==> src/rtl/core/rrss_pkg.sv <==
`timescale 1ns / 1ps
// Shared types and constants of the round-robin stripe splitter.
// No dependencies; every other file of the block imports this package.
package rrss_pkg;

    localparam int OFF_W    = 64;   // byte offsets and lengths
    localparam int HALF_W   = 32;   // half of an offset, for the split product
    localparam int STRIPE_W = 33;   // stripe size, chunk length, displacement
    localparam int SRV_W    = 9;    // server count and server numbers
    localparam int FSRV_W   = 8;    // first server register
    localparam int CNT_W    = 7;    // chunk count per request
    localparam int IDX_W    = 2;    // configuration register index
    localparam int STEP_W   = 7;    // divider step count
    localparam int PROD_W   = HALF_W + STRIPE_W;

    localparam logic [STRIPE_W-1:0] STRIPE_MAX = 33'h1_0000_0000;

    // configuration register indexes
    typedef enum logic [IDX_W-1:0] {
        REG_SERVER_COUNT = 2'd0,
        REG_STRIPE_BYTES = 2'd1,
        REG_FIRST_SERVER = 2'd2,
        REG_UNUSED       = 2'd3
    } reg_idx_t;

    // request to the shared divider
    typedef struct packed {
        logic                start;
        logic [OFF_W-1:0]    dividend;
        logic [STRIPE_W-1:0] divisor;
        logic [STEP_W-1:0]   steps;
    } div_req_t;

    // one classified request, handed from front to back
    typedef struct packed {
        logic [OFF_W-1:0]    cursor;
        logic [OFF_W-1:0]    left;
        logic [OFF_W-1:0]    block;
        logic [STRIPE_W-1:0] disp;
        logic [SRV_W-1:0]    bmod;
        logic [SRV_W-1:0]    srv;
        logic [SRV_W-1:0]    fmod;
        logic [OFF_W-1:0]    base;
    } job_t;

endpackage

==> src/rtl/core/rrss_queue.sv <==
`timescale 1ns / 1ps
// Two-entry job queue between front and back.
// Depends on rrss_pkg.
module rrss_queue (
    input  logic           clk,
    input  logic           rst_n,
    input  logic           push,
    input  rrss_pkg::job_t push_job,
    output logic           full,
    input  logic           pop,
    output rrss_pkg::job_t pop_job,
    output logic           empty
);
    import rrss_pkg::*;

    job_t       mem_reg [2];
    logic       wr_reg, rd_reg;
    logic [1:0] cnt_reg;

    assign full    = (cnt_reg == 2'd2);
    assign empty   = (cnt_reg == 2'd0);
    assign pop_job = mem_reg[rd_reg];

    // advance pointers and fill level
    always_ff @(posedge clk or negedge rst_n)
    begin
        if (!rst_n)
        begin
            wr_reg  <= 1'b0;
            rd_reg  <= 1'b0;
            cnt_reg <= 2'd0;
        end
        else
        begin
            if (push)
                wr_reg <= ~wr_reg;
            if (pop)
                rd_reg <= ~rd_reg;
            cnt_reg <= cnt_reg + {1'b0, push} - {1'b0, pop};
        end
    end

    always_ff @(posedge clk)
    begin
        if (push)
            mem_reg[wr_reg] <= push_job;
    end

endmodule

==> config.mk <==
export PLATFORM = sky130hd
export DESIGN_NAME = rrss_queue
export DESIGN_NICKNAME = d
export VERILOG_FILES = /design/src/rtl/core/rrss_pkg.sv /design/src/rtl/core/rrss_queue.sv
export SDC_FILE = /design/constraint.sdc
export NUM_CORES = 1
export LEC_CHECK = 0
export ABC_AREA = 1
export BUFFER_PORTS_ARGS = -buffer_cell sky130_fd_sc_hd__buf_4
export CORE_ASPECT_RATIO = 1.25
export CORE_MARGIN = 5
export CORE_UTILIZATION = 40
export CTS_BUF_LIST = sky130_fd_sc_hd__clkbuf_8 sky130_fd_sc_hd__clkbuf_16
export DETAILED_ROUTE_END_ITERATION = 10
export PLACE_DENSITY = 0.66
export SYNTH_ARGS = -nofsm -noshare
export SYNTH_HDL_FRONTEND = slang
export SYNTH_SLANG_ARGS = --single-unit
==> constraint.sdc <==
create_clock -name clk -period 15.6 [get_ports clk]
set_input_delay 1.56 -clock clk [delete_from_list [all_inputs] [get_ports clk]]
set_output_delay 1.56 -clock clk [all_outputs]
set_load 0.01 [all_outputs]
==> impl_metrics.tcl <==
set metrics [dict create \
    antenna_found_initial 6 \
    synth_area_leader_cell "edfxtp_1" \
    ys_async_sr_fraction 0.00629 \
    total_power_mw 5.55 \
    synth_area_leaders "edfxtp_1, o21ai_0, inv_1" \
    worst-slew-pin-transition_ns 1.09 \
    synth-xor-area-share 0.000744 \
    synth_edf_count 632 \
    worstPathRequired_ns 14.04 \
    synth_top_area_share 0.806 \
    synth_fa_ha_area_frac 0.00106 \
    grt_pass1_wl_um 83200 \
    reg2reg_depth 3 \
    cp-endpoint "pop_job[150]" \
    startpoint "rd_reg$_DFFE_PN0P_" \
    wirelength_um 57300 \
    routabilityCongestion 0.837 \
    crit_chain "buf_4, buf_4, o21ai_0, buf_4" \
    cpLargestDelayFamily "buffers and inverters" \
    wl_per_cell_um 18.3 \
    reg2reg_slack_ns 12.97 \
    slowest_delay_ns 0.89 \
    r2r-start "wr_reg$_DFFE_PN0P_" \
    dp_hpwl_um 40800 \
    fin_nets 2638 \
    syn_area_mm2 0.0235 \
    leakage_nw 13.0 \
    slew_violations 0 \
    ys.flop_type "edfxtp_1" \
    worstSetupPathType "reg -> out" \
    slowest_stage "dfrtp_4" \
    syn_inst 1675 \
    fmax_mhz 183 \
    grtUsageTotal 0.169 \
    clkTransAtPathRegs_ns 0.06 \
    r2r_end "mem_reg[1][1]$_DFFE_PP_" \
    area_growth_pct 31.2 \
    grt_max_degree 144 \
    finalHoldViolCount 0 \
    grt-ovfl-total 0 \
    worst_skew_pair.late_latency_ns 0.60 \
    arrival_ns 3.90 \
    num_io_pins 638 \
    multi_input_area_mm2 0.00286 \
    hold_class "reg -> reg" \
    maxCapViolCount 0 \
    power.density_mw_per_mm2 180 \
    synthSimpleGateAreaFrac 0.0520 \
    clock_path_buffers 3 \
    cp_common_cell "buf_4" \
    post-route-cell-area_mm2 0.0309 \
    coreArea_mm2 0.0583 \
    avgViaCountPerCell 4.62 \
    yosys_register_bits 636 \
    cts.sinks 636 \
    rsz0062_at_grt "false" \
    synth-warning-count 0 \
    vdd_drop_max_uv 185 \
    initial_utilization 0.404 \
    drc 0 \
    setup_violations 0 \
    ant_nets 0 \
    drt-pass1-iter-count 5 \
    layout_min_cycle_time_ns 5.46 \
    synth_compound_area_frac 0.0672 \
    die_w_um 227 \
    max_slew_margin 0.272 \
    final.setup.tns_ns 0 \
    status "finished, final reports clean" \
    synth.avg_cell_area_um2 14.1 \
    post-cts-setup-buffers 0 \
    end_kind "primary output" \
    seqCellArea_mm2 0.0191 \
    largest_reg_flops 632 \
    synth_nets 1997 \
    fin_skew_ns 0.0120 \
    yosysMostFrequentCell "edfxtp_1" \
    ys_seq_area_frac 0.810 \
    startpoint_type "register" \
    synth_top_family_by_area "buffers and inverters" \
    die-area_mm2 0.0639 \
    grt_pass1_vias 14610 \
    cp.depth 4 \
    cts_buffers 60 \
    cts_max_level 2 \
    fin_crit_sh 0.350 \
    ctsResizeCount 0 \
    fillCellCount 4803 \
    num_vias 14446 \
    cts_tree "built" \
    die_h_um 281 \
    drtIter0Drc 1013 \
    drive_above_1_share 0.315 \
    root_buffer "clkbuf_16" \
    synth.area.mux_share 0 \
    synth_top_cells_by_count "edfxtp_1, inv_1, nand2_1, o21ai_0, buf_4" \
    io_buffers 637 \
    path_max_fanout 125 \
    postCtsHoldBufs 0 \
    rows 99 \
    path_buf_inv 3 \
    ys_types 14 \
    placed_area_mm2 0.0290 \
]
-- metal layers --
layer  GRT usage  vias to the layer above  part of all wire
met5           0                        -           0.00072
met3      0.0695                      154              0.11
met2       0.283                      612              0.48
li1            -                     6950                 -
met4      0.0817                        6             0.051
met1       0.188                     6724              0.35
-- how the worst min path moves through the flow --
stage          cells past startpoint               start            endpoint  slack [ns]
2_1_floorplan                      1  wr_reg$_DFFE_PN0P_  wr_reg$_DFFE_PN0P_        0.48
3_3_place_gp                       1  wr_reg$_DFFE_PN0P_  wr_reg$_DFFE_PN0P_        0.53
3_5_place_dp                       1  wr_reg$_DFFE_PN0P_  wr_reg$_DFFE_PN0P_        0.53
4_1_cts                            1  wr_reg$_DFFE_PN0P_  wr_reg$_DFFE_PN0P_        0.55
5_1_grt                            1  wr_reg$_DFFE_PN0P_  wr_reg$_DFFE_PN0P_        0.58
6_report                           1  wr_reg$_DFFE_PN0P_  wr_reg$_DFFE_PN0P_        0.55
-- area by class of cell --
class,instances,share of cell area
diodes,3,0.000243
clock buffers,61,0.0494
clock inverters,52,0.0118
inverters,323,0.0395
multi-input cells,646,0.0925
flip-flops and latches,636,0.618
well taps,757,0.0307
repair buffers,649,0.158
-- layout by cell type, fill, tap and decap left out, drive strengths merged --
cell type,synthesis,final
clkbuf,21,61
nor2,3,3
nand3,1,1
nand2,322,322
xor2,2,2
clkinv,0,35
ha,2,2
inv,323,332
clkinvlp,0,4
bufinv,0,4
buf,49,649
o21ai,316,316
edfxtp,632,632
dfrtp,4,4
diode,0,3
-- power by group --
group / total [mW] / internal (mW) / leakage [nW] / switching, mW
logic: 1.79 / 0.719 / 6.03 / 1.07
clock network: 1.39 / 0.777 / 0.959 / 0.614
registers: 2.37 / 2.27 / 5.98 / 0.100
-- stage by stage --
step / setup slack [ns] / util / std cells / hold WS (ns)
after floorplan: 5.33 / - / 1675 / 0.481
after global placement: 10.94 / 0.497 / 3011 / 0.532
after detailed placement: 10.82 / 0.497 / 3011 / 0.533
after CTS: 10.15 / 0.529 / 3124 / 0.546
after global routing: 9.81 / 0.529 / 3125 / 0.578
final: 10.14 / 0.529 / 3127 / 0.546
-- logic make-up (layout without fill, tap and decap cells) --
kind of cell    count (synthesis)  in the layout
xor+xnor                        2              2
other cells                     0              3
compound gates                316            316
buf+inv                       393           1085
fa+ha+maj                       2              2
flops                         636            636
simple gates                  326            326
No activity file was read; power rests on OpenSTA's default activity.
