--- config.mk ---
export PLATFORM = sky130hd
export DESIGN_NAME = rrss_back
export DESIGN_NICKNAME = d
export VERILOG_FILES = /design/src/rtl/core/rrss_pkg.sv /design/src/rtl/core/rrss_back.sv
export SDC_FILE = /design/constraint.sdc
export NUM_CORES = 1
export LEC_CHECK = 0
export BUFFER_PORTS_ARGS = -buffer_cell sky130_fd_sc_hd__buf_2
export CELL_PAD_IN_SITES_DETAIL_PLACEMENT = 0
export CELL_PAD_IN_SITES_GLOBAL_PLACEMENT = 1
export CORE_AREA = 2 2 268 270
export DETAILED_ROUTE_END_ITERATION = 16
export DIE_AREA = 0 0 270 272
export GPL_TIMING_DRIVEN = 0
export PLACE_DENSITY_LB_ADDON = 0.1
export SLEW_MARGIN = 10
export SYNTH_ARGS = -nofsm -noshare
export SYNTH_HDL_FRONTEND = slang
export SYNTH_SLANG_ARGS = --single-unit
--- constraint.sdc ---
create_clock -name clk -period 30.9 [get_ports clk]
set_input_delay 4.635 -clock clk [delete_from_list [all_inputs] [get_ports clk]]
set_output_delay 4.635 -clock clk [all_outputs]
set_load 0.02 [all_outputs]
--- src/rtl/core/rrss_pkg.sv ---
`timescale 1ns / 1ps
// Shared types and constants of the round-robin stripe splitter.
// No dependencies; every other file of the block imports this package.
package rrss_pkg;

    localparam int OFF_W    = 64;   // byte offsets and lengths
    localparam int HALF_W   = 32;   // half of an offset, for the split product
    localparam int STRIPE_W = 33;   // stripe size, chunk length, displacement
    localparam int SRV_W    = 9;    // server count and server numbers
    localparam int FSRV_W   = 8;    // first server register
    localparam int CNT_W    = 7;    // chunk count per request
    localparam int IDX_W    = 2;    // configuration register index
    localparam int STEP_W   = 7;    // divider step count
    localparam int PROD_W   = HALF_W + STRIPE_W;

    localparam logic [STRIPE_W-1:0] STRIPE_MAX = 33'h1_0000_0000;

    // configuration register indexes
    typedef enum logic [IDX_W-1:0] {
        REG_SERVER_COUNT = 2'd0,
        REG_STRIPE_BYTES = 2'd1,
        REG_FIRST_SERVER = 2'd2,
        REG_UNUSED       = 2'd3
    } reg_idx_t;

    // request to the shared divider
    typedef struct packed {
        logic                start;
        logic [OFF_W-1:0]    dividend;
        logic [STRIPE_W-1:0] divisor;
        logic [STEP_W-1:0]   steps;
    } div_req_t;

    // one classified request, handed from front to back
    typedef struct packed {
        logic [OFF_W-1:0]    cursor;
        logic [OFF_W-1:0]    left;
        logic [OFF_W-1:0]    block;
        logic [STRIPE_W-1:0] disp;
        logic [SRV_W-1:0]    bmod;
        logic [SRV_W-1:0]    srv;
        logic [SRV_W-1:0]    fmod;
        logic [OFF_W-1:0]    base;
    } job_t;

endpackage

--- src/rtl/core/rrss_back.sv ---
`timescale 1ns / 1ps
// Back end: walks one job chunk by chunk, one chunk per cycle while the output
// is not stalled, into an output register. Depends on rrss_pkg.
module rrss_back #(
    parameter int MAX_CHUNKS = 64
) (
    input  logic                          clk,
    input  logic                          rst_n,
    input  logic [rrss_pkg::SRV_W-1:0]    ns,
    input  logic [rrss_pkg::STRIPE_W-1:0] sb,
    input  logic                          q_empty,
    input  rrss_pkg::job_t                q_job,
    output logic                          pop,
    output logic                          out_valid,
    input  logic                          out_ready,
    output logic [7:0]                    server_index,
    output logic [rrss_pkg::STRIPE_W-1:0] chunk_length,
    output logic [rrss_pkg::OFF_W-1:0]    server_offset,
    output logic [rrss_pkg::OFF_W-1:0]    block_number,
    output logic                          last_chunk,
    output logic                          truncated
);
    import rrss_pkg::*;

    logic                busy_reg, ov_reg;
    logic [OFF_W-1:0]    cursor_reg, left_reg, block_reg, base_reg;
    logic [STRIPE_W-1:0] disp_reg;
    logic [SRV_W-1:0]    bmod_reg, srv_reg, fmod_reg;
    logic [CNT_W-1:0]    cnt_reg;
    logic [7:0]          o_srv_reg;
    logic [STRIPE_W-1:0] o_len_reg;
    logic [OFF_W-1:0]    o_off_reg, o_blk_reg;
    logic                o_last_reg, o_trunc_reg;

    logic [STRIPE_W-1:0] room, len;
    logic [OFF_W-1:0]    left_after;
    logic [OFF_W:0]      sum;
    logic [CNT_W-1:0]    cnt_inc;
    logic                hit_max, last, trunc, emit;
    logic                bwrap, swrap;

    // size this chunk and decide whether it ends the job
    always_comb
    begin
        room       = sb - disp_reg;
        len        = (left_reg < {{(OFF_W-STRIPE_W){1'b0}}, room}) ?
                     left_reg[STRIPE_W-1:0] : room;
        left_after = left_reg - {{(OFF_W-STRIPE_W){1'b0}}, len};
        sum        = {1'b0, cursor_reg} + {{(OFF_W+1-STRIPE_W){1'b0}}, len};
        cnt_inc    = cnt_reg + 1'b1;
        hit_max    = (cnt_inc == CNT_W'(MAX_CHUNKS));
        last       = (left_after == '0) || hit_max;
        trunc      = (left_after != '0) && hit_max;
        emit       = busy_reg && (!ov_reg || out_ready);
        bwrap      = (bmod_reg + 1'b1 == ns);
        swrap      = (srv_reg + 1'b1 == ns);
    end

    assign pop = !busy_reg && !q_empty;

    // job walk and output valid
    always_ff @(posedge clk or negedge rst_n)
    begin
        if (!rst_n)
        begin
            busy_reg <= 1'b0;
            ov_reg   <= 1'b0;
            cnt_reg  <= '0;
        end
        else
        begin
            if (pop)
            begin
                busy_reg <= 1'b1;
                cnt_reg  <= '0;
            end
            else if (emit)
            begin
                cnt_reg <= cnt_inc;
                if (last)
                    busy_reg <= 1'b0;
            end
            if (emit)
                ov_reg <= 1'b1;
            else if (out_ready)
                ov_reg <= 1'b0;
        end
    end

    // chunk state and output word
    always_ff @(posedge clk)
    begin
        if (pop)
        begin
            cursor_reg <= q_job.cursor;
            left_reg   <= q_job.left;
            block_reg  <= q_job.block;
            disp_reg   <= q_job.disp;
            bmod_reg   <= q_job.bmod;
            srv_reg    <= q_job.srv;
            fmod_reg   <= q_job.fmod;
            base_reg   <= q_job.base;
        end
        else if (emit)
        begin
            cursor_reg <= sum[OFF_W-1:0];
            left_reg   <= left_after;
            if (sum[OFF_W])
            begin
                // offset wrapped past the top: restart in block zero
                block_reg <= '0;
                disp_reg  <= sum[STRIPE_W-1:0];
                bmod_reg  <= '0;
                srv_reg   <= fmod_reg;
                base_reg  <= '0;
            end
            else
            begin
                block_reg <= block_reg + 1'b1;
                disp_reg  <= '0;
                bmod_reg  <= bwrap ? '0 : bmod_reg + 1'b1;
                srv_reg   <= swrap ? '0 : srv_reg + 1'b1;
                if (bwrap)
                    base_reg <= base_reg + {{(OFF_W-STRIPE_W){1'b0}}, sb};
            end
        end
        if (emit)
        begin
            o_srv_reg   <= srv_reg[7:0];
            o_len_reg   <= len;
            o_off_reg   <= base_reg + {{(OFF_W-STRIPE_W){1'b0}}, disp_reg};
            o_blk_reg   <= block_reg;
            o_last_reg  <= last;
            o_trunc_reg <= trunc;
        end
    end

    assign out_valid     = ov_reg;
    assign server_index  = o_srv_reg;
    assign chunk_length  = o_len_reg;
    assign server_offset = o_off_reg;
    assign block_number  = o_blk_reg;
    assign last_chunk    = o_last_reg;
    assign truncated     = o_trunc_reg;

    a_srv_range: assert property (@(posedge clk) disable iff (!rst_n)
        busy_reg |-> (srv_reg < ns) && (bmod_reg < ns))
        else $error("server number out of range");
    a_len_nonzero: assert property (@(posedge clk) disable iff (!rst_n)
        emit |-> (len != '0))
        else $error("empty chunk emitted");
    a_cnt_bound: assert property (@(posedge clk) disable iff (!rst_n)
        busy_reg |-> (cnt_reg < CNT_W'(MAX_CHUNKS)))
        else $error("chunk count past limit");
    a_trunc_last: assert property (@(posedge clk) disable iff (!rst_n)
        emit && trunc |=> !busy_reg)
        else $error("job continued after truncation");

endmodule

==> flow_summary.yaml <==
place:
  dpl_cell_area_um2: 37700
  place_congestion: 0.943
  portBuffers: 534
  dp_hpwl_um: 91300
  dp_cells: 5045
sta:
  fmax_ghz: 0.0497
  slew_viol_final: 0
  tns_ns: 0
  finalHoldViolations: 0
  rsz0062_at_grt: "false"
  post-route-period-util_pct: 65.1
  fin_hold_ws_ns: 0.492
  tightestPinTransition_ns: 1.28
  setup_viol: 0
  fin_crit_ns: 20.12
  skew_ns: 0.0492
  slew_headroom_pct: 14.8
clock_tree:
  ctsHoldBuffers: 0
  numCtsBuffers: 56
  root_buffer: "clkbuf_16"
  cts_tree: "done"
  postCtsSetupBuffers: 0
  clock-sinks: 496
  cts_resized: 0
  clock_path_buffers: 3
  htreeDepth: 2
  clk_latency_ns: 0.67
  cts.clk_slew.worst_paths_ns: 0.06
global_route:
  top_usage_layer: "met2"
  met3_usage_pct: 3.76
  grt_pass1_vias: 28100
  met1_usage_pct: 39.9
  grt_usage_pct: 30.4
  grt.overflow.total: 0
  antenna_found_initial: 25
  grt_max_degree: 118
  grt_use_met2_pct: 51.3
  grt_first_pass_wirelength_um: 170000
pwr:
  clockPowerShare_pct: 24.8
  power_frac_comb_pct: 40.8
  p_sw_share_pct: 39.5
  pwr-share-seq_pct: 34.4
  internal-power_mw: 1.71
  irDropWorstVdd_mv: 0.0504
  p_leak_nw: 15.2
  p_sw_mw: 1.11
  p_per_area_nw_per_um2: 71.0
yosys:
  synth-seq-area-share_pct: 44.1
  syn_inst: 3554
  synth_edf_count: 487
  synth.top_cell.area_share_pct: 43.5
  synth_area_leaders: "edfxtp_1 43%, nand2_1 6.0%, xor2_1 5.4%"
  ys_ff_latch: 496
  synth_nets: 4057
  synthTopCellsByCount: "534 x nand2_1, 487 x edfxtp_1, 263 x nor2_1, 237 x o21ai_0, 209 x xor2_1"
  synth_warnings: 0
  syn-cell-area_um2: 33700
  synth.most_common_cell: "nand2_1"
  avgSynthCellArea_um2: 9.47
  synth_ff_type: "edfxtp_1"
  ys_types: 106
  synth.largest_area_cell: "edfxtp_1"
  async_flop_share_pct: 1.81
setup_path:
  crit_fanout: 10
  crit_required_ns: 31.28
  critPathLaunchType: "primary input"
  crit_arrival_ns: 20.50
  end_kind: "flip-flop"
  cp_slowest_cell: "a211oi_1"
  cpMostUsedCell: "maj3_1"
  max_stage_delay_ns: 0.95
  critPathKind: "primary input to flip-flop"
final_layout:
  n_fill_cell: 6588
  design_area_um2: 39700
  final_cells: 5172
  area_growth_pct: 17.9
  drive_gt1_share_pct: 17.9
  final_nets: 4656
floorplanning:
  die-height_um: 272
  coreArea_um2: 70800
  die_w_um: 270
  start_util_pct: 47.6
  rows: 98
  die_area_um2: 73400
  boundaryPins: 535
drt:
  post-route-drc-count: 0
  wl_per_cell_um: 22.4
  route.vias.total: 29500
  viasPerCell: 5.70
  routed_wl_um: 116000
  dr.pass1.iters: 5
  drt_iter0_drc: 2450
  ant_nets: 0
worst_hold_path:
  hold_path_class: "flip-flop to flip-flop"
outcome:
  status: "complete, no violations"
flow_run:
  drv_cap: 0
layout make-up:
cell class	count	area (µm²)	area share [%]
antenna	21	52.6	0.132
timing repair buffer	541	2850	7.17
clock inverter	40	428	1.08
tap	950	1190	3.00
buffer	134	596	1.50
clock buffer	66	1470	3.71
sequential	496	14800	37.4
inverter	132	503	1.27
multi-input combinational	2792	17700	44.7
power groups by stage:
stage | registers, mW | logic [mW] | clock network (mW)
global placement | 0.987 | 1.11 | 0
finish | 0.969 | 1.15 | 0.699
global route | 0.981 | 1.25 | 0.728
CTS | 0.967 | 1.13 | 0.706
detailed placement | 0.979 | 1.12 | 0
floorplan | 0.974 | 0.801 | 0
critical path: cells and delay by family:
| kind | cells | cell delay [ns] |
|---|---|---|
| buf+inv | 12 | 3.91 |
| simple gates | 9 | 2.16 |
| xor+xnor | 1 | 0.25 |
| fa+ha+maj | 10 | 3.79 |
| compound gates | 18 | 5.70 |
worst paths after layout:
kind | from | to | slack (ns) | depth (start not counted)
min in group asynchronous | rst_n | out_valid | 3.85 | 1
worst min register to register | block_reg[8] | block_number[8] | 0.49 | 0
worst max-delay path | sb[0] | truncated | 10.78 | 50
worst min-delay path | block_reg[8] | block_number[8] | 0.49 | 0
max in group asynchronous | rst_n | cnt_reg[2] | 26.86 | 1
worst max register to register | disp_reg[4] | truncated | 14.45 | 49
cells in the final DEF (no fill, tap or decap), types with 19 or more instances in the layout:
master	n
a21o_1	48
a21oi_1	191
a31oi_1	27
and2_1	34
and3_1	68
buf_2	556
clkbuf_1	100
clkbuf_16	57
diode_2	21
edfxtp_1	487
ha_1	138
inv_1	129
maj3_1	51
nand2_1	533
nand2b_1	46
nand3_1	118
nand4_1	51
nor2_1	263
nor2b_1	24
nor3_1	69
o211ai_1	21
o21a_1	20
o21ai_0	237
o21ai_1	34
o31ai_1	114
or2_2	19
xnor2_1	195
xor2_1	209
through the flow:
stage	setup WS, ns	power, mW	util [%]
2_1_floorplan	14.40	1.78	-
3_3_place_gp	9.74	2.10	53.0
3_5_place_dp	10.40	2.10	53.3
4_1_cts	11.05	2.80	56.0
5_1_grt	10.20	2.96	56.0
6_report	10.78	2.82	56.1
cell families after synthesis:
family	synth area share (%)
multiplexers	0.260
XOR/XNOR	10.5
AND/OR/NAND/NOR	18.0
buffers and inverters	3.23
adder cells (fa/ha/maj)	7.01
AO/OA/AOI/OAI	16.9
flip-flops	44.1
metal layers:
metal / wire length (µm) / up-vias
met4: 4540 / 10
met3: 7420 / 218
met2: 55300 / 1056
met1: 48600 / 14000
met5: 58 / -
li1: - / 14200
(Power assumes the default switching activity.)
