File: src/rtl/core/rrss_pkg.sv
`timescale 1ns / 1ps
// Shared types and constants of the round-robin stripe splitter.
// No dependencies; every other file of the block imports this package.
package rrss_pkg;

    localparam int OFF_W    = 64;   // byte offsets and lengths
    localparam int HALF_W   = 32;   // half of an offset, for the split product
    localparam int STRIPE_W = 33;   // stripe size, chunk length, displacement
    localparam int SRV_W    = 9;    // server count and server numbers
    localparam int FSRV_W   = 8;    // first server register
    localparam int CNT_W    = 7;    // chunk count per request
    localparam int IDX_W    = 2;    // configuration register index
    localparam int STEP_W   = 7;    // divider step count
    localparam int PROD_W   = HALF_W + STRIPE_W;

    localparam logic [STRIPE_W-1:0] STRIPE_MAX = 33'h1_0000_0000;

    // configuration register indexes
    typedef enum logic [IDX_W-1:0] {
        REG_SERVER_COUNT = 2'd0,
        REG_STRIPE_BYTES = 2'd1,
        REG_FIRST_SERVER = 2'd2,
        REG_UNUSED       = 2'd3
    } reg_idx_t;

    // request to the shared divider
    typedef struct packed {
        logic                start;
        logic [OFF_W-1:0]    dividend;
        logic [STRIPE_W-1:0] divisor;
        logic [STEP_W-1:0]   steps;
    } div_req_t;

    // one classified request, handed from front to back
    typedef struct packed {
        logic [OFF_W-1:0]    cursor;
        logic [OFF_W-1:0]    left;
        logic [OFF_W-1:0]    block;
        logic [STRIPE_W-1:0] disp;
        logic [SRV_W-1:0]    bmod;
        logic [SRV_W-1:0]    srv;
        logic [SRV_W-1:0]    fmod;
        logic [OFF_W-1:0]    base;
    } job_t;

endpackage

File: src/rtl/core/rrss_div.sv
`timescale 1ns / 1ps
// Restoring divider, one quotient bit per cycle, 64-bit dividend, 33-bit divisor.
// Depends on rrss_pkg.
module rrss_div (
    input  logic                          clk,
    input  logic                          rst_n,
    input  rrss_pkg::div_req_t            req,
    output logic                          done,
    output logic [rrss_pkg::OFF_W-1:0]    quot,
    output logic [rrss_pkg::STRIPE_W-1:0] rem
);
    import rrss_pkg::*;

    logic [OFF_W-1:0]    dvd_reg;
    logic [STRIPE_W:0]   rem_reg;
    logic [STRIPE_W-1:0] dsr_reg;
    logic [STEP_W-1:0]   cnt_reg;
    logic                run_reg;
    logic                done_reg;
    logic [STRIPE_W:0]   shifted;
    logic [STRIPE_W+1:0] diff;
    logic                ge;

    // trial subtract of the shifted partial remainder
    always_comb
    begin
        shifted = {rem_reg[STRIPE_W-1:0], dvd_reg[OFF_W-1]};
        diff    = {1'b0, shifted} - {2'b00, dsr_reg};
        ge      = ~diff[STRIPE_W+1];
    end

    // control: start, count steps, flag completion
    always_ff @(posedge clk or negedge rst_n)
    begin
        if (!rst_n)
        begin
            run_reg  <= 1'b0;
            done_reg <= 1'b0;
            cnt_reg  <= '0;
        end
        else if (req.start && !run_reg)
        begin
            run_reg  <= 1'b1;
            done_reg <= 1'b0;
            cnt_reg  <= req.steps;
        end
        else if (run_reg)
        begin
            cnt_reg <= cnt_reg - 1'b1;
            if (cnt_reg == STEP_W'(1))
            begin
                run_reg  <= 1'b0;
                done_reg <= 1'b1;
            end
        end
        else
        begin
            done_reg <= 1'b0;
        end
    end

    // datapath: shift in quotient bits
    always_ff @(posedge clk)
    begin
        if (req.start && !run_reg)
        begin
            dvd_reg <= req.dividend;
            rem_reg <= '0;
            dsr_reg <= req.divisor;
        end
        else if (run_reg)
        begin
            dvd_reg <= {dvd_reg[OFF_W-2:0], ge};
            rem_reg <= ge ? diff[STRIPE_W:0] : shifted;
        end
    end

    assign done = done_reg;
    assign quot = dvd_reg;
    assign rem  = rem_reg[STRIPE_W-1:0];

endmodule

File: src/rtl/core/rrss_front.sv
`timescale 1ns / 1ps
// Front end: accepts requests and works out block, displacement, server and
// server base offset on a shared divider. Depends on rrss_pkg and rrss_div.
module rrss_front (
    input  logic                          clk,
    input  logic                          rst_n,
    input  logic                          in_valid,
    output logic                          in_ready,
    input  logic [rrss_pkg::OFF_W-1:0]    request_offset,
    input  logic [rrss_pkg::OFF_W-1:0]    request_length,
    input  logic [rrss_pkg::SRV_W-1:0]    ns,
    input  logic [rrss_pkg::STRIPE_W-1:0] sb,
    input  logic [rrss_pkg::FSRV_W-1:0]   first,
    output logic                          push,
    output rrss_pkg::job_t                push_job,
    input  logic                          q_full
);
    import rrss_pkg::*;

    typedef enum logic [5:0] {
        S_IDLE = 6'b000001,
        S_DIV1 = 6'b000010,
        S_DIV2 = 6'b000100,
        S_DIV3 = 6'b001000,
        S_MUL  = 6'b010000,
        S_PUSH = 6'b100000
    } fstate_t;

    fstate_t             state_reg, state_next;
    logic [OFF_W-1:0]    off_reg, len_reg, block_reg, round_reg;
    logic [STRIPE_W-1:0] disp_reg;
    logic [SRV_W-1:0]    bmod_reg, fmod_reg, srv_reg;
    logic [PROD_W-1:0]   prod_reg;
    logic [HALF_W-1:0]   hi_reg;
    logic [SRV_W:0]      srv_sum;
    div_req_t            dreq;
    logic                div_done;
    logic [OFF_W-1:0]    div_quot;
    logic [STRIPE_W-1:0] div_rem;

    rrss_div u_div (
        .clk   (clk),
        .rst_n (rst_n),
        .req   (dreq),
        .done  (div_done),
        .quot  (div_quot),
        .rem   (div_rem)
    );

    assign in_ready = (state_reg == S_IDLE);
    assign srv_sum  = {1'b0, fmod_reg} + {1'b0, bmod_reg};

    // sequence the three divisions, the product and the push
    always_comb
    begin
        state_next    = state_reg;
        dreq.start    = 1'b0;
        dreq.dividend = block_reg;
        dreq.divisor  = {{(STRIPE_W-SRV_W){1'b0}}, ns};
        dreq.steps    = STEP_W'(OFF_W);
        unique case (state_reg)
            S_IDLE:
            begin
                dreq.dividend = request_offset;
                dreq.divisor  = sb;
                if (in_valid && request_length != '0)
                begin
                    dreq.start = 1'b1;
                    state_next = S_DIV1;
                end
            end
            S_DIV1:
            begin
                dreq.dividend = div_quot;
                if (div_done)
                begin
                    dreq.start = 1'b1;
                    state_next = S_DIV2;
                end
            end
            S_DIV2:
            begin
                dreq.dividend = {first, {(OFF_W-FSRV_W){1'b0}}};
                dreq.steps    = STEP_W'(FSRV_W);
                if (div_done)
                begin
                    dreq.start = 1'b1;
                    state_next = S_DIV3;
                end
            end
            S_DIV3:
            begin
                if (div_done)
                    state_next = S_MUL;
            end
            S_MUL:
            begin
                state_next = S_PUSH;
            end
            S_PUSH:
            begin
                if (!q_full)
                    state_next = S_IDLE;
            end
            default:
            begin
                state_next = S_IDLE;
            end
        endcase
    end

    always_ff @(posedge clk or negedge rst_n)
    begin
        if (!rst_n)
            state_reg <= S_IDLE;
        else
            state_reg <= state_next;
    end

    // capture request and division results
    always_ff @(posedge clk)
    begin
        if (state_reg == S_IDLE && in_valid)
        begin
            off_reg <= request_offset;
            len_reg <= request_length;
        end
        if (state_reg == S_DIV1 && div_done)
        begin
            block_reg <= div_quot;
            disp_reg  <= div_rem;
        end
        if (state_reg == S_DIV2 && div_done)
        begin
            round_reg <= div_quot;
            bmod_reg  <= div_rem[SRV_W-1:0];
        end
        if (state_reg == S_DIV3 && div_done)
            fmod_reg <= div_rem[SRV_W-1:0];
        // round times stripe size, split into low and high halves of the round, and the server number
        if (state_reg == S_MUL)
        begin
            prod_reg <= round_reg[HALF_W-1:0] * sb;
            hi_reg   <= HALF_W'(round_reg[OFF_W-1:HALF_W] * sb[HALF_W-1:0]);
            srv_reg  <= (srv_sum >= {1'b0, ns}) ? SRV_W'(srv_sum - {1'b0, ns})
                                                : srv_sum[SRV_W-1:0];
        end
    end

    // hand the job to the queue
    assign push            = (state_reg == S_PUSH) && !q_full;
    assign push_job.cursor = off_reg;
    assign push_job.left   = len_reg;
    assign push_job.block  = block_reg;
    assign push_job.disp   = disp_reg;
    assign push_job.bmod   = bmod_reg;
    assign push_job.srv    = srv_reg;
    assign push_job.fmod   = fmod_reg;
    assign push_job.base   = prod_reg[OFF_W-1:0] + {hi_reg, {HALF_W{1'b0}}};

endmodule

File: config.mk
export PLATFORM = sky130hd
export DESIGN_NAME = rrss_front
export DESIGN_NICKNAME = d
export VERILOG_FILES = /design/src/rtl/core/rrss_pkg.sv /design/src/rtl/core/rrss_div.sv /design/src/rtl/core/rrss_front.sv
export SDC_FILE = /design/constraint.sdc
export NUM_CORES = 2
export LEC_CHECK = 0
export BUFFER_PORTS_ARGS = -buffer_cell sky130_fd_sc_hd__clkbuf_2
export CAP_MARGIN = 0
export CORE_AREA = 2 2 318 477
export CTS_BUF_LIST = sky130_fd_sc_hd__clkbuf_2
export DETAILED_ROUTE_END_ITERATION = 10
export DIE_AREA = 0 0 320 479
export GPL_TIMING_DRIVEN = 0
export PLACE_DENSITY = 0.67
export SYNTH_ARGS = -nofsm -noshare
export SYNTH_HDL_FRONTEND = slang
export SYNTH_SLANG_ARGS = --single-unit
File: constraint.sdc
create_clock -name clk -period 28.5 [get_ports clk]
set_clock_uncertainty 0.1 [all_clocks]
set_input_delay 2.85 -clock clk [delete_from_list [all_inputs] [get_ports clk]]
set_output_delay 2.85 -clock clk [all_outputs]
set_load 0.02 [all_outputs]
==> impl_metrics.ini <==
[worst_setup_path]
crit_fanout = 10
path_class = input pin to flip-flop
cp_data_required_time_ps = 29840
timing.critical_path.slowest_cell_delay_ps = 1010
critical_path_buf_inv_count = 5
worst_path_max_delay_cell = clkbuf_1
crit_top_cell = fa_1
cp-start-kind = input pin
cp_cell_sequence = clkbuf_1 -> clkbuf_1 -> and2_1 -> fa_1 -> fa_1 -> fa_1 -> inv_1 -> fa_1 -> inv_1 -> fa_1 -> fa_1 -> fa_1 -> fa_1 -> ha_1 -> clkbuf_1 -> a21oi_1 -> o21ai_1 -> o21bai_1 -> a31oi_1 -> o31ai_1 -> a31oi_1 -> o41ai_1 -> a311oi_1 -> xnor2_1
worst_setup_path_end_kind = flip-flop
worst_ep_arrival_time_ps = 13160
critical-path-top-delay-family = adder cells

[routing]
detail_route.first_pass.iterations = 8
drt_wl_total_mm = 296
drt_iter0_markers = 5141
drt_drc_violations_left = 0
drt-vias-per-instance = 5.72
routed-via-count = 57489
route.detailed.wl_per_inst_um = 29.5
post_route_antenna_net_violation_count = 0

[cts]
worst_setup_hold_path_clk_slew_ps = 100
cts_inserted_buffers = 140
postCtsResizedCells = 0
clock_insertion_delay_at_the_later_pin_of_the_skew_report_ps = 1940
cts_root_buffer = clkbuf_2
numClockSinks = 557
tritoncts_clock_tree = built
postCtsSetupRepairBufs = 0
post_cts_hold_buffer_count = 0
htreeDepth = 4
cts_buffer_depth = 3

[place]
finalWeightedCongestion = 1.11
place.port_buffers = 482
pre_cts_slack_ps = 15430
placedInstanceArea_sq_um = 77800
detailed_place_hpwl_mm = 238

[run]
count_of_max_cap_constraint_violations = 13

[logic_synthesis]
top_area_cell_type_share_of_the_netlist_area_pct = 36.8
mappedNetlistNets = 9296
mappedNetlistArea_sq_um = 72700
post_synthesis_mean_instance_area_sq_um = 9.94
area_contributors_post_synth = fa_1 37%, edfxtp_1 21%, ha_1 8.0%
asyncSetResetFlopFracSynth_pct = 2.69
synth-edff-count = 509
netlist_instances = 7312
count_of_warnings_emitted_by_yosys = 0
synth.lib_cells_used.distinct = 84
synth-main-ff-cell = edfxtp_1
synth.largest_area_cell = fa_1
ys_seq_area_share_pct = 22.4
ys_ff_latch = 557

[global_routing]
antenna_violations_before_repair = 53
grt_pass1_vias = 61750
grt_util_all_layers_pct = 39.6
overflow = 0
grt_start_max_net_pins = 72
global_route_wire_length_before_repair_mm = 424

[sta]
final.setup.worst_slack_ps = 16680
slew_violations = 138
rsz0062_at_grt = false
worstMarginPinSlew_ps = 1670
post-route-period-util_pct = 41.5
max-slew-margin-rel_pct = -11.5
finalSetupTns_ps = 0
finalHoldWorstSlack_ps = 352
timing.fmax_ghz = 0.0846
timing.final.setup_violations = 0
hold_violations = 0
fin_crit_period_ps = 11820

[final_layout]
area_growth_syn_to_layout_pct = 9.10
layout.cell_area.non_filler_sq_um = 79300
design.final.nets = 9933
fillers = 13911
final_layout_size_suffix_gt1_share_pct = 9.92

[outcome]
status = finished, violations left
violations = max-capacitance violations, max-slew violations

[floorplanning]
dieArea_sq_um = 153000
fp-row-count = 174
fp.coreArea_sq_um = 149000
floorplan.die.width_um = 320
die_h_um = 479
io_pins = 500
initial_utilization_pct = 48.7

[min_path]
timing.hold.worst.class = flip-flop to flip-flop
## stage by stage
| stage | cells | util [%] |
|---|---|---|
| 2_1_floorplan | 7312 | - |
| 3_3_place_gp | 9730 | 51.9 |
| 3_5_place_dp | 9742 | 52.1 |
| 4_1_cts | 9982 | 53.0 |
| 5_1_grt | 10008 | 53.1 |
| 6_report | 10043 | 53.1 |
## worst reg2reg max path: stages, from the launching register on
cell      delay (ps)
edfxtp_1         890
clkbuf_1        1050
and2_1           320
fa_1             450
fa_1             450
fa_1             550
inv_1             50
fa_1             470
inv_1             50
fa_1             490
inv_1             50
fa_1             530
inv_1             50
fa_1             500
fa_1             430
ha_1             420
a21o_1           140
a21oi_1           60
o21ai_1          780
o21bai_1         230
a31oi_1          100
o31ai_1          340
a31oi_1          440
o41ai_1          850
a311oi_1         240
xnor2_1          180
## cell type report
cell class | count | area, sq um | area share (%)
inverters | 1533 | 5760 | 7.26
clock buffers | 193 | 966 | 1.22
multi-input cells | 4802 | 49000 | 61.7
plain buffers | 420 | 1730 | 2.18
diodes | 60 | 150 | 0.189
well taps | 1936 | 2420 | 3.05
repair buffers | 495 | 2680 | 3.38
clock inverters | 47 | 343 | 0.432
flip-flops and latches | 557 | 16300 | 20.6
## logic make-up (layout without fill, tap and decap cells)
kind of cell | after synthesis | after routing | share of synthesized area [%]
simple gates | 2099 | 2099 | 13.6
buf+inv | 1953 | 2688 | 10.3
fa+ha+maj | 1802 | 1802 | 44.8
compound gates | 662 | 662 | 5.93
flops | 557 | 557 | 22.4
xor+xnor | 218 | 218 | 2.63
mux | 21 | 21 | 0.294
other cells | 0 | 60 | 0
## synthesized netlist by cell type (8+ instances only)
cell type / instances
dfxtp_1: 33
nor2b_1: 22
nor4_1: 22
nor3_1: 30
and2_1: 634
a21oi_1: 216
a21o_1: 69
inv_1: 1533
a211oi_1: 20
edfxtp_1: 509
a31oi_1: 19
o21ai_1: 33
mux2i_1: 18
buf_4: 32
nand4_1: 19
a22o_1: 9
a22oi_1: 57
a222oi_1: 8
nand3_1: 28
and3_1: 19
fa_1: 1337
nand2_1: 1113
nand2b_1: 14
xor2_1: 56
nor3b_1: 8
ha_1: 465
o21ai_0: 79
o211ai_1: 10
dfrtp_1: 14
xnor2_1: 162
o21bai_1: 35
clkbuf_1: 380
nor2_1: 163
o21a_1: 30
## worst paths after layout
kind / from / to / slack, ps / depth (start not counted)
setup / recovery: sb[12] / prod_reg[37] / 16680 / 24
hold / removal: u_div.quot[56] / block_reg[56] / 350 / 0
setup reg to reg: round_reg[6] / prod_reg[37] / 18150 / 25
hold reg to reg: u_div.quot[56] / block_reg[56] / 350 / 0
max in group asynchronous: rst_n / state_reg[0] / 26910 / 1
min in group asynchronous: rst_n / state_reg[4] / 1080 / 1
## per-layer routing
metal / up-vias / global-route usage (%) / part of all wire, %
met2: 3311 / 64.4 / 47
li1: 23692 / - / -
met3: 1282 / 11.2 / 9.3
met4: 24 / 37.9 / 12
met5: - / 0 / 0.058
met1: 29180 / 41.0 / 32
## placed cells by master, fill, tap and decap left out, drive strengths merged, types with 162 or more instances in the layout
master,n
clkbuf,1055
xnor2,162
edfxtp,509
a21oi,217
fa,1337
and2,634
inv,1540
nor2,163
nand2,1113
ha,465
Power is left out: the tool's default activity adds up to more than one toggle a clock period on the data nets, which glitch-free logic cannot reach.
